`config.mk`:
```
export PLATFORM = sky130hd
export DESIGN_NAME = weekly_onoff_schedule_timer_flat
export DESIGN_NICKNAME = d
export VERILOG_FILES = /design/src/design/wost_pkg.sv /design/src/design/wost_ifs.sv /design/src/design/wost_front.sv /design/src/design/wost_queue.sv /design/src/design/wost_back.sv /design/src/design/weekly_onoff_schedule_timer.sv /design/src/flat_wrapper.sv
export VERILOG_INCLUDE_DIRS = /design/src /design/src/design
export SDC_FILE = /design/constraint.sdc
export NUM_CORES = 1
export LEC_CHECK = 0
export BUFFER_PORTS_ARGS = -buffer_cell sky130_fd_sc_hd__buf_2
export CAP_MARGIN = 10
export CELL_PAD_IN_SITES_DETAIL_PLACEMENT = 0
export CELL_PAD_IN_SITES_GLOBAL_PLACEMENT = 1
export CORE_MARGIN = 1.5
export CORE_UTILIZATION = 45
export DETAILED_ROUTE_END_ITERATION = 16
export PLACE_DENSITY = 0.89
export SYNTH_ARGS = -nofsm -noshare
export SYNTH_HDL_FRONTEND = slang
export SYNTH_SLANG_ARGS = --single-unit
```
`constraint.sdc`:
```
create_clock -name clk -period 13.7 [get_ports clk]
set_input_delay 4.11 -clock clk [delete_from_list [all_inputs] [get_ports clk]]
set_output_delay 4.11 -clock clk [all_outputs]
set_load 0.05 [all_outputs]
```
`src/design/weekly_onoff_schedule_timer_defines.svh`:
```
// Assertion macros shared by the weekly on/off schedule timer RTL.
// Depends on nothing; define NO_ASSERTIONS to compile the checks away.
`ifndef WEEKLY_ONOFF_SCHEDULE_TIMER_DEFINES_SVH
`define WEEKLY_ONOFF_SCHEDULE_TIMER_DEFINES_SVH

`ifndef NO_ASSERTIONS
`define WOST_ASSERT_IMP(lbl, clk, rst_n, ante, cons, msg) \
  lbl: assert property (@(posedge clk) disable iff (!rst_n) (ante) |-> (cons)) \
    else $error(msg);
`define WOST_ASSERT_NXT(lbl, clk, rst_n, ante, cons, msg) \
  lbl: assert property (@(posedge clk) disable iff (!rst_n) (ante) |=> (cons)) \
    else $error(msg);
`else
`define WOST_ASSERT_IMP(lbl, clk, rst_n, ante, cons, msg)
`define WOST_ASSERT_NXT(lbl, clk, rst_n, ante, cons, msg)
`endif

`endif

```
`src/design/wost_pkg.sv`:
```
// Package for the weekly on/off schedule timer: modes, window codes,
// result and queue entry types, and the minutes-of-day helper. No dependencies.
package wost_pkg;

  localparam int QUEUE_DEPTH = 2;

  localparam logic [2:0] MODE_SLEEP     = 3'd0;
  localparam logic [2:0] MODE_WIN_WAIT  = 3'd1;
  localparam logic [2:0] MODE_WIN       = 3'd2;
  localparam logic [2:0] MODE_CNT_WAIT  = 3'd3;
  localparam logic [2:0] MODE_CNT       = 3'd4;
  localparam logic [2:0] MODE_WEEK_WAIT = 3'd5;
  localparam logic [2:0] MODE_WEEK      = 3'd6;

  localparam logic [1:0] SIG_KEEP  = 2'd0;
  localparam logic [1:0] SIG_START = 2'd1;
  localparam logic [1:0] SIG_STOP  = 2'd2;

  localparam logic [10:0] MINS_PER_HOUR = 11'd60;

  typedef struct packed {
    logic       action_valid;
    logic [7:0] action_code;
    logic       sleeping;
  } result_t;

  typedef struct packed {
    logic    two;
    result_t r0;
    result_t r1;
  } entry_t;

  function automatic logic [10:0] minutes_of_day(input logic [4:0] hour,
                                                 input logic [5:0] minute);
    minutes_of_day = {6'd0, hour} * MINS_PER_HOUR + {5'd0, minute};
  endfunction

  function automatic logic [1:0] window_signal(input logic [10:0] start_m,
                                               input logic [10:0] end_m,
                                               input logic [10:0] now_m);
    window_signal = SIG_KEEP;
    if (start_m < end_m) begin
      if (now_m >= end_m) begin
        window_signal = SIG_STOP;
      end else if (now_m >= start_m) begin
        window_signal = SIG_START;
      end
    end
  endfunction

endpackage

```
`src/design/wost_ifs.sv`:
```
// Channel interfaces of the schedule timer: request input and result output.
// Depends on nothing but plain logic types.
interface wost_in_if;
  logic       valid;
  logic       ready;
  logic       command;
  logic [4:0] now_hour;
  logic [5:0] now_minute;
  logic [2:0] now_weekday;
  logic [2:0] arm_mode;
  logic [4:0] arm_start_hour;
  logic [5:0] arm_start_minute;
  logic [4:0] arm_end_hour;
  logic [5:0] arm_end_minute;
  logic [7:0] arm_day_mask;
  logic [7:0] arm_on_action;
  logic [7:0] arm_off_action;

  modport source (output valid, command, now_hour, now_minute, now_weekday, arm_mode,
                  arm_start_hour, arm_start_minute, arm_end_hour, arm_end_minute,
                  arm_day_mask, arm_on_action, arm_off_action, input ready);
  modport sink (input valid, command, now_hour, now_minute, now_weekday, arm_mode,
                arm_start_hour, arm_start_minute, arm_end_hour, arm_end_minute,
                arm_day_mask, arm_on_action, arm_off_action, output ready);
endinterface

interface wost_out_if;
  logic       valid;
  logic       ready;
  logic       action_valid;
  logic [7:0] action_code;
  logic       sleeping;
  logic       last;

  modport source (output valid, action_valid, action_code, sleeping, last, input ready);
  modport sink (input valid, action_valid, action_code, sleeping, last, output ready);
endinterface

```
`src/design/wost_front.sv`:
```
// Front end: accepts requests, keeps the schedule state and works out the
// results of each tick as one queue entry. Depends on wost_pkg and wost_ifs.
module wost_front (
  input  logic             clk,
  input  logic             rst_n,
  wost_in_if.sink          in_ch,
  input  logic             q_full,
  output logic             q_push,
  output wost_pkg::entry_t q_data
);
  import wost_pkg::*;

  logic [2:0]  mode_r, mode_nxt;
  logic [10:0] start_r, start_nxt;
  logic [10:0] end_r, end_nxt;
  logic [7:0]  mask_r, mask_nxt;
  logic [7:0]  on_r, on_nxt;
  logic [7:0]  off_r, off_nxt;

  logic        accept;
  logic [10:0] now_m;
  logic [1:0]  sig;
  logic        day_on;
  result_t     res_on, res_off, res_none;
  entry_t      ent;

  assign in_ch.ready = !q_full;
  assign accept      = in_ch.valid && in_ch.ready;

  assign now_m  = minutes_of_day(in_ch.now_hour, in_ch.now_minute);
  assign sig    = window_signal(start_r, end_r, now_m);
  assign day_on = mask_r[in_ch.now_weekday];

  assign res_on   = '{action_valid: 1'b1, action_code: on_r, sleeping: 1'b0};
  assign res_off  = '{action_valid: 1'b1, action_code: off_r, sleeping: 1'b0};
  assign res_none = '{action_valid: 1'b0, action_code: 8'd0, sleeping: 1'b0};

  always_comb begin
    mode_nxt  = mode_r;
    start_nxt = start_r;
    end_nxt   = end_r;
    mask_nxt  = mask_r;
    on_nxt    = on_r;
    off_nxt   = off_r;
    ent.two   = 1'b0;
    ent.r0    = res_none;
    ent.r1    = res_none;
    case (mode_r)
      MODE_SLEEP: begin
        ent.r0.sleeping = 1'b1;
      end
      MODE_WIN_WAIT: begin
        if (sig == SIG_START) begin
          ent.r0   = res_on;
          mode_nxt = MODE_WIN;
        end else if (sig == SIG_STOP) begin
          ent.r0   = res_off;
          mode_nxt = MODE_SLEEP;
        end
      end
      MODE_WIN: begin
        if (sig == SIG_STOP) begin
          ent.r0   = res_off;
          mode_nxt = MODE_SLEEP;
        end
      end
      MODE_CNT_WAIT: begin
        // The start action goes out at once and the end test follows in the same tick.
        ent.r0   = res_on;
        mode_nxt = MODE_CNT;
        if (now_m >= end_r) begin
          ent.two   = 1'b1;
          ent.r1    = res_off;
          start_nxt = '0;
          end_nxt   = '0;
          mode_nxt  = MODE_SLEEP;
        end
      end
      MODE_CNT: begin
        if (now_m >= end_r) begin
          ent.r0    = res_off;
          start_nxt = '0;
          end_nxt   = '0;
          mode_nxt  = MODE_SLEEP;
        end
      end
      MODE_WEEK_WAIT: begin
        if (day_on && sig == SIG_START) begin
          ent.r0   = res_on;
          mode_nxt = MODE_WEEK;
        end else begin
          ent.r0 = res_off;
        end
      end
      MODE_WEEK: begin
        if (!day_on || sig == SIG_STOP) begin
          ent.r0   = res_off;
          mode_nxt = MODE_WEEK_WAIT;
        end
      end
      default: begin
      end
    endcase
    if (in_ch.command) begin
      mode_nxt  = in_ch.arm_mode;
      start_nxt = minutes_of_day(in_ch.arm_start_hour, in_ch.arm_start_minute);
      end_nxt   = minutes_of_day(in_ch.arm_end_hour, in_ch.arm_end_minute);
      mask_nxt  = in_ch.arm_day_mask;
      on_nxt    = in_ch.arm_on_action;
      off_nxt   = in_ch.arm_off_action;
    end
  end

  assign q_push = accept && !in_ch.command;
  assign q_data = ent;

  always_ff @(posedge clk) begin
    if (!rst_n) begin
      mode_r  <= MODE_SLEEP;
      start_r <= '0;
      end_r   <= '0;
      mask_r  <= '0;
      on_r    <= '0;
      off_r   <= '0;
    end else if (accept) begin
      mode_r  <= mode_nxt;
      start_r <= start_nxt;
      end_r   <= end_nxt;
      mask_r  <= mask_nxt;
      on_r    <= on_nxt;
      off_r   <= off_nxt;
    end
  end

endmodule

```
`src/design/wost_queue.sv`:
```
// Short queue of tick results between the front and back ends.
// Depends on wost_pkg and the assertion macro header.
`include "weekly_onoff_schedule_timer_defines.svh"

module wost_queue #(
  parameter int DEPTH = wost_pkg::QUEUE_DEPTH
) (
  input  logic             clk,
  input  logic             rst_n,
  input  logic             push,
  input  wost_pkg::entry_t push_data,
  input  logic             pop,
  output wost_pkg::entry_t head,
  output logic             full,
  output logic             empty
);
  import wost_pkg::*;

  localparam int PW = $clog2(DEPTH);
  localparam int CW = $clog2(DEPTH + 1);

  entry_t        mem_r [DEPTH];
  logic [PW-1:0] wr_ptr_r, wr_ptr_nxt;
  logic [PW-1:0] rd_ptr_r, rd_ptr_nxt;
  logic [CW-1:0] count_r, count_nxt;
  logic          do_push, do_pop;

  assign full    = (count_r == CW'(DEPTH));
  assign empty   = (count_r == '0);
  assign do_push = push && !full;
  assign do_pop  = pop && !empty;
  assign head    = mem_r[rd_ptr_r];

  always_comb begin
    wr_ptr_nxt = wr_ptr_r;
    rd_ptr_nxt = rd_ptr_r;
    count_nxt  = count_r;
    if (do_push) begin
      wr_ptr_nxt = (wr_ptr_r == PW'(DEPTH - 1)) ? '0 : wr_ptr_r + 1'b1;
    end
    if (do_pop) begin
      rd_ptr_nxt = (rd_ptr_r == PW'(DEPTH - 1)) ? '0 : rd_ptr_r + 1'b1;
    end
    if (do_push && !do_pop) begin
      count_nxt = count_r + 1'b1;
    end else if (do_pop && !do_push) begin
      count_nxt = count_r - 1'b1;
    end
  end

  always_ff @(posedge clk) begin
    if (do_push) begin
      mem_r[wr_ptr_r] <= push_data;
    end
  end

  always_ff @(posedge clk) begin
    if (!rst_n) begin
      wr_ptr_r <= '0;
      rd_ptr_r <= '0;
      count_r  <= '0;
    end else begin
      wr_ptr_r <= wr_ptr_nxt;
      rd_ptr_r <= rd_ptr_nxt;
      count_r  <= count_nxt;
    end
  end

  `WOST_ASSERT_IMP(a_count_bound, clk, rst_n, 1'b1, count_r <= CW'(DEPTH), "queue overfilled")
  `WOST_ASSERT_NXT(a_push_grows, clk, rst_n, do_push && !do_pop, count_r == $past(count_r) + 1'b1, "queue count lost a push")
  `WOST_ASSERT_IMP(a_full_empty, clk, rst_n, 1'b1, !(full && empty), "queue full and empty at once")

endmodule

```
`src/design/wost_back.sv`:
```
// Back end: drains queue entries and presents one or two results each.
// Depends on wost_pkg, wost_ifs and the assertion macro header.
`include "weekly_onoff_schedule_timer_defines.svh"

module wost_back (
  input  logic             clk,
  input  logic             rst_n,
  input  wost_pkg::entry_t head,
  input  logic             q_empty,
  output logic             q_pop,
  wost_out_if.source       out_ch
);
  import wost_pkg::*;

  logic    phase_r, phase_nxt;
  logic    is_last;
  logic    accept;
  result_t res;

  assign res     = phase_r ? head.r1 : head.r0;
  assign is_last = !head.two || phase_r;
  assign accept  = out_ch.valid && out_ch.ready;
  assign q_pop   = accept && is_last;

  assign out_ch.valid        = !q_empty;
  assign out_ch.action_valid = res.action_valid;
  assign out_ch.action_code  = res.action_code;
  assign out_ch.sleeping     = res.sleeping;
  assign out_ch.last         = is_last;

  always_comb begin
    phase_nxt = phase_r;
    if (accept) begin
      phase_nxt = !is_last;
    end
  end

  always_ff @(posedge clk) begin
    if (!rst_n) begin
      phase_r <= 1'b0;
    end else begin
      phase_r <= phase_nxt;
    end
  end

  `WOST_ASSERT_IMP(a_phase_two, clk, rst_n, phase_r, !q_empty && head.two, "second result without a two-result entry")
  `WOST_ASSERT_IMP(a_second_acts, clk, rst_n, phase_r, head.r1.action_valid, "second result carries no action")
  `WOST_ASSERT_NXT(a_stall_hold, clk, rst_n, out_ch.valid && !out_ch.ready, out_ch.valid && $stable(out_ch.action_code) && $stable(out_ch.last), "stalled result changed")

endmodule

```
`src/design/weekly_onoff_schedule_timer.sv`:
```
// Top level of the weekly on/off schedule timer.
// Depends on wost_pkg, wost_ifs, wost_front, wost_queue and wost_back.
//
// Usage: requests arrive on in_ch (valid/ready). A request with command set
// arms the schedule (mode, window start and end, day mask, on and off action
// codes) and produces no result. A request with command clear is a tick with
// the current hour, minute and weekday; it yields one or two results on
// out_ch, the final one of each tick flagged by last.
// A tick is written into the queue; its first result shows at the queue head
// once older results are taken. Throughput: one request per cycle while the queue
// is not full; a tick with two results holds the result port until both are taken.
// The single queue read port gives one result a cycle while out_ch.ready is high.
// The front end decides every tick in the cycle it is accepted, so
// back-to-back ticks see the state that the previous one left.
// Stalls: when out_ch.ready is low, results wait in the queue; in_ch.ready
// drops only once the queue is full, and arm requests are held too then.
// Reset (rst_n low, synchronous) returns the timer to sleep mode with all
// times, mask and action codes at zero and empties the queue.
module weekly_onoff_schedule_timer #(
  parameter int QDEPTH = wost_pkg::QUEUE_DEPTH
) (
  input  logic       clk,
  input  logic       rst_n,
  wost_in_if.sink    in_ch,
  wost_out_if.source out_ch
);
  import wost_pkg::*;

  // Entry handed from the front end to the queue, and the queue head to the back end.
  entry_t push_data;
  entry_t head;
  logic   push, pop, full, empty;

  // Front end: classifies each request and updates the schedule state.
  wost_front u_front (
    .clk    (clk),
    .rst_n  (rst_n),
    .in_ch  (in_ch),
    .q_full (full),
    .q_push (push),
    .q_data (push_data)
  );

  // The queue decouples a stalled receiver from the request side.
  wost_queue #(
    .DEPTH (QDEPTH)
  ) u_queue (
    .clk       (clk),
    .rst_n     (rst_n),
    .push      (push),
    .push_data (push_data),
    .pop       (pop),
    .head      (head),
    .full      (full),
    .empty     (empty)
  );

  // Back end: serialises the one or two results of each tick.
  wost_back u_back (
    .clk     (clk),
    .rst_n   (rst_n),
    .head    (head),
    .q_empty (empty),
    .q_pop   (pop),
    .out_ch  (out_ch)
  );

endmodule

```
`src/flat_wrapper.sv`:
```
// flat-port wrapper written by rule: the top's interface ports become plain ports
module weekly_onoff_schedule_timer_flat import wost_pkg::*;
#(
  parameter int QDEPTH = wost_pkg::QUEUE_DEPTH
)
  (clk, rst_n, in_ch_valid, in_ch_command, in_ch_now_hour, in_ch_now_minute, in_ch_now_weekday, in_ch_arm_mode, in_ch_arm_start_hour, in_ch_arm_start_minute, in_ch_arm_end_hour, in_ch_arm_end_minute, in_ch_arm_day_mask, in_ch_arm_on_action, in_ch_arm_off_action, in_ch_ready, out_ch_valid, out_ch_action_valid, out_ch_action_code, out_ch_sleeping, out_ch_last, out_ch_ready);
  wost_in_if in_ch_i ();
  wost_out_if out_ch_i ();
  input  logic clk;
  input  logic rst_n;
  input wire logic [$bits(in_ch_i.valid)-1:0] in_ch_valid;
  input wire logic [$bits(in_ch_i.command)-1:0] in_ch_command;
  input wire logic [$bits(in_ch_i.now_hour)-1:0] in_ch_now_hour;
  input wire logic [$bits(in_ch_i.now_minute)-1:0] in_ch_now_minute;
  input wire logic [$bits(in_ch_i.now_weekday)-1:0] in_ch_now_weekday;
  input wire logic [$bits(in_ch_i.arm_mode)-1:0] in_ch_arm_mode;
  input wire logic [$bits(in_ch_i.arm_start_hour)-1:0] in_ch_arm_start_hour;
  input wire logic [$bits(in_ch_i.arm_start_minute)-1:0] in_ch_arm_start_minute;
  input wire logic [$bits(in_ch_i.arm_end_hour)-1:0] in_ch_arm_end_hour;
  input wire logic [$bits(in_ch_i.arm_end_minute)-1:0] in_ch_arm_end_minute;
  input wire logic [$bits(in_ch_i.arm_day_mask)-1:0] in_ch_arm_day_mask;
  input wire logic [$bits(in_ch_i.arm_on_action)-1:0] in_ch_arm_on_action;
  input wire logic [$bits(in_ch_i.arm_off_action)-1:0] in_ch_arm_off_action;
  output wire logic [$bits(in_ch_i.ready)-1:0] in_ch_ready;
  output wire logic [$bits(out_ch_i.valid)-1:0] out_ch_valid;
  output wire logic [$bits(out_ch_i.action_valid)-1:0] out_ch_action_valid;
  output wire logic [$bits(out_ch_i.action_code)-1:0] out_ch_action_code;
  output wire logic [$bits(out_ch_i.sleeping)-1:0] out_ch_sleeping;
  output wire logic [$bits(out_ch_i.last)-1:0] out_ch_last;
  input wire logic [$bits(out_ch_i.ready)-1:0] out_ch_ready;
  assign in_ch_i.valid = in_ch_valid;
  assign in_ch_i.command = in_ch_command;
  assign in_ch_i.now_hour = in_ch_now_hour;
  assign in_ch_i.now_minute = in_ch_now_minute;
  assign in_ch_i.now_weekday = in_ch_now_weekday;
  assign in_ch_i.arm_mode = in_ch_arm_mode;
  assign in_ch_i.arm_start_hour = in_ch_arm_start_hour;
  assign in_ch_i.arm_start_minute = in_ch_arm_start_minute;
  assign in_ch_i.arm_end_hour = in_ch_arm_end_hour;
  assign in_ch_i.arm_end_minute = in_ch_arm_end_minute;
  assign in_ch_i.arm_day_mask = in_ch_arm_day_mask;
  assign in_ch_i.arm_on_action = in_ch_arm_on_action;
  assign in_ch_i.arm_off_action = in_ch_arm_off_action;
  assign in_ch_ready = in_ch_i.ready;
  assign out_ch_valid = out_ch_i.valid;
  assign out_ch_action_valid = out_ch_i.action_valid;
  assign out_ch_action_code = out_ch_i.action_code;
  assign out_ch_sleeping = out_ch_i.sleeping;
  assign out_ch_last = out_ch_i.last;
  assign out_ch_i.ready = out_ch_ready;
  weekly_onoff_schedule_timer #(.QDEPTH(QDEPTH)) u_core (.clk(clk), .rst_n(rst_n), .in_ch(in_ch_i), .out_ch(out_ch_i));
endmodule
```
==> results.tsv <==
metric	value	unit
synth unique cells	68	
largest stage delay on the critical path	0.57	ns
hpwl dp	10900	um
TNS Setup	0	ns
Worst EP arrival	9.39	ns
vias in the first global route	4967	
worst skew pair latency	0.35	ns
most frequent cells in the layout	83 x ha_1, 80 x buf_2, 77 x inv_1, 73 x nand2_1, 55 x dfxtp_1	
Startpoint Class	input port	
total power	1.15	mW
Logic pwr share	0.491	
drt wl/cell	14.3	um
sw power	0.464	mW
total CTS buffers	9	
Core Util, Final	0.514	
CP Class	input port to flop	
Setup Skew	0.00850	ns
CTS tree	yes	
R2R depth	13	
largest net degree at the start of global routing	41	
Worst Tran Pin Value	0.848	ns
Finished Layout Cells	964	
worst r2r src	u_core.u_front.end_r[2]	
VDD IR-drop max	0.0000803	V
Total GRT Usage	0.182	
initial antenna violation count	0	
commonest non-fill, non-tap cell in the layout	ha_1	
slowest stage cell, crit path	fa_1	
Max-slew headroom	0.435	
via count	5088	
Worst Hold Margin	0.462	ns
fin crit share	0.679	
setup violators final	0	
CTS Buffer Depth	2	
endpoints failing hold	0	
first-pass GRT wire length	23700	um
worst-path cell chain	buf_2 -> fa_1 -> inv_1 -> fa_1 -> inv_1 -> fa_1 -> ha_1 -> nor2b_1 -> o21a_1 -> nand3_1 -> xnor2_1 -> ha_1 -> a21o_1 -> a221oi_2 -> o221ai_4 -> nand2_2 -> o211a_1 -> ha_1 -> nor3_1 -> o21a_1 -> a31oi_1 -> o21ai_1 -> a22o_1	
Nets	946	
crit path time final	9.30	ns
drt via density	5.28	
sw frac	0.402	
CTS resizes	0	
Die H	127	um
drt pass-1 iters	4	
Pint	0.690	mW
average size of a mapped cell	9.87	um2
die width	127	um
Starting Density	0.457	
layout cells sized above 1	0.151	
row cnt	45	
I/O pin cnt	81	
clock group share of total power	0.213	
WP data required	13.79	ns
DP Area	7450	um2
GP Congestion	0.859	
PD cells	149	nW/um2
Seq pwr share	0.296	
flop2flop setup slack	10.37	ns
CP Buf/Inv Count	3	
Area Growth Syn to Fin	12.6	%
Fmax	108	MHz
Post-Syn Area	6890	um2
worst hold path depth	2	
initial DRC count	221	
cts-stage hold buffer count	0	
leak pwr	3.27	nW
type of the worst min-delay path	flop to flop	
post-synthesis cell count	698	
Placed Cells	948	
CTS root buf	clkbuf_16	
Hold Path End	u_core.u_front.mask_r[5]	
Setup WS pre-CTS	4.08	ns
Die Area	16100	um2
CTS H-tree lvls	3	
Design Area, Final	7760	um2
Overflow after GRT	0	
Max Transition Viols Final	0	
Critical Path Fanout Max	8	
top_reg_cell synth	dfxtp_1	
diode count	0	
setup ws final	4.40	ns
Post-synth EDFFs	38	
status	finished clean	
Mapped Nets	873	
Core ar.	15100	um2
crit-path leading delay family	adder cells	
clock sink total	93	
unrepaired setup endpoints after global routing	false	
Filler Cell Count	1387	
Setup crit end kind	flop	
antenna viol nets, final	0	
DRC viols	0	
ys async rst share	0	
hold_sp	u_core.u_front.mask_r[5]	
Yosys reg bits	93	
register area share after synthesis	0.325	
Worst-path clk slew	0.07	ns
post-CTS setup buffer count	0	
Max-cap violations	0	
RR Endpoint	u_core.u_queue.mem_r[1][12]	
Synth Warn #	0	
PortBufs	80	
Routed WL	13800	um
[worst min-delay path, stage by stage (launching register included)]
cell and delay [ns]:
dfxtp_1 0.31, nand2_1 0.04, a21boi_0 0.06
[cell families after synthesis]
kind of cell | count (synthesis) | share of synthesized area
and+or+nand+nor | 180 | 0.130
AOI/OAI and AO/OA | 174 | 0.192
adders and majority gates | 107 | 0.220
buffers and inverters | 98 | 0.0563
DFF | 93 | 0.325
xor gates and xnor gates | 30 | 0.0381
muxes | 16 | 0.0378
[state kept, by name, summed over array words and instances (netlist names), named ones only]
name                     count
u_core.u_front.off_r         8
u_core.u_front.mask_r        8
u_core.u_queue.count_r       2
u_core.u_front.mode_r        3
u_core.u_queue.mem_r        38
u_core.u_front.end_r        11
u_core.u_front.on_r          8
u_core.u_queue.rd_ptr_r      1
u_core.u_queue.wr_ptr_r      1
u_core.u_front.start_r      11
u_core.u_back.phase_r        1
[Yosys cell counts (12+ instances only)]
library cell / number / area [um2]
a21boi_0: 28 / 210
a21o_1: 14 / 105
a21oi_1: 21 / 105
a22o_1: 24 / 210
and2_1: 14 / 87.6
clkbuf_1: 14 / 52.6
dfxtp_1: 55 / 1100
edfxtp_1: 38 / 1140
fa_1: 24 / 480
ha_1: 83 / 1040
inv_1: 77 / 289
nand2_1: 73 / 274
nand3_1: 12 / 60.1
nor2_1: 22 / 82.6
nor2b_1: 20 / 125
o21ai_0: 20 / 100
xnor2_1: 24 / 210
[worst max-delay path by stage]
stage                      startpoint                     endpoint  slack, ns  depth (start not counted)
floorplan           in_ch_now_hour[0]     u_core.u_front.mode_r[2]       4.69                         23
global placement    in_ch_now_hour[0]  u_core.u_queue.mem_r[0][11]       4.19                         23
detailed placement  in_ch_now_hour[0]  u_core.u_queue.mem_r[0][12]       4.08                         23
CTS                 in_ch_now_hour[0]  u_core.u_queue.mem_r[0][12]       4.44                         23
global route        in_ch_now_hour[0]  u_core.u_queue.mem_r[1][12]       3.97                         23
finish              in_ch_now_hour[0]  u_core.u_queue.mem_r[1][12]       4.40                         23
[power by group through the flow]
stage / Sequential [mW] / Combinational (mW) / Clock [mW]
floorplan: 0.332 / 0.457 / 0
global placement: 0.346 / 0.563 / 0
detailed placement: 0.347 / 0.564 / 0
CTS: 0.341 / 0.568 / 0.251
global route: 0.346 / 0.642 / 0.260
finish: 0.341 / 0.567 / 0.246
[metal layers]
metal | share of wire | vias to the layer above | global-route usage
met1 | 0.53 | 2354 | 0.266
met5 | 0 | - | 0
met4 | 0.0089 | 0 | 0.0475
met2 | 0.43 | 92 | 0.279
met3 | 0.037 | 12 | 0.0312
li1 | - | 2630 | -
[layout make-up]
cell class              instances  area, um2  share of cell area
flip-flops and latches         93       2240               0.289
clock inverters                 6       51.3             0.00661
multi-input cells             507       4270               0.550
repair buffers                 83        423              0.0545
well taps                     188        235              0.0303
clock buffers                  10        250              0.0323
inverters                      77        289              0.0373
No activity file was read; power rests on OpenSTA's default activity.
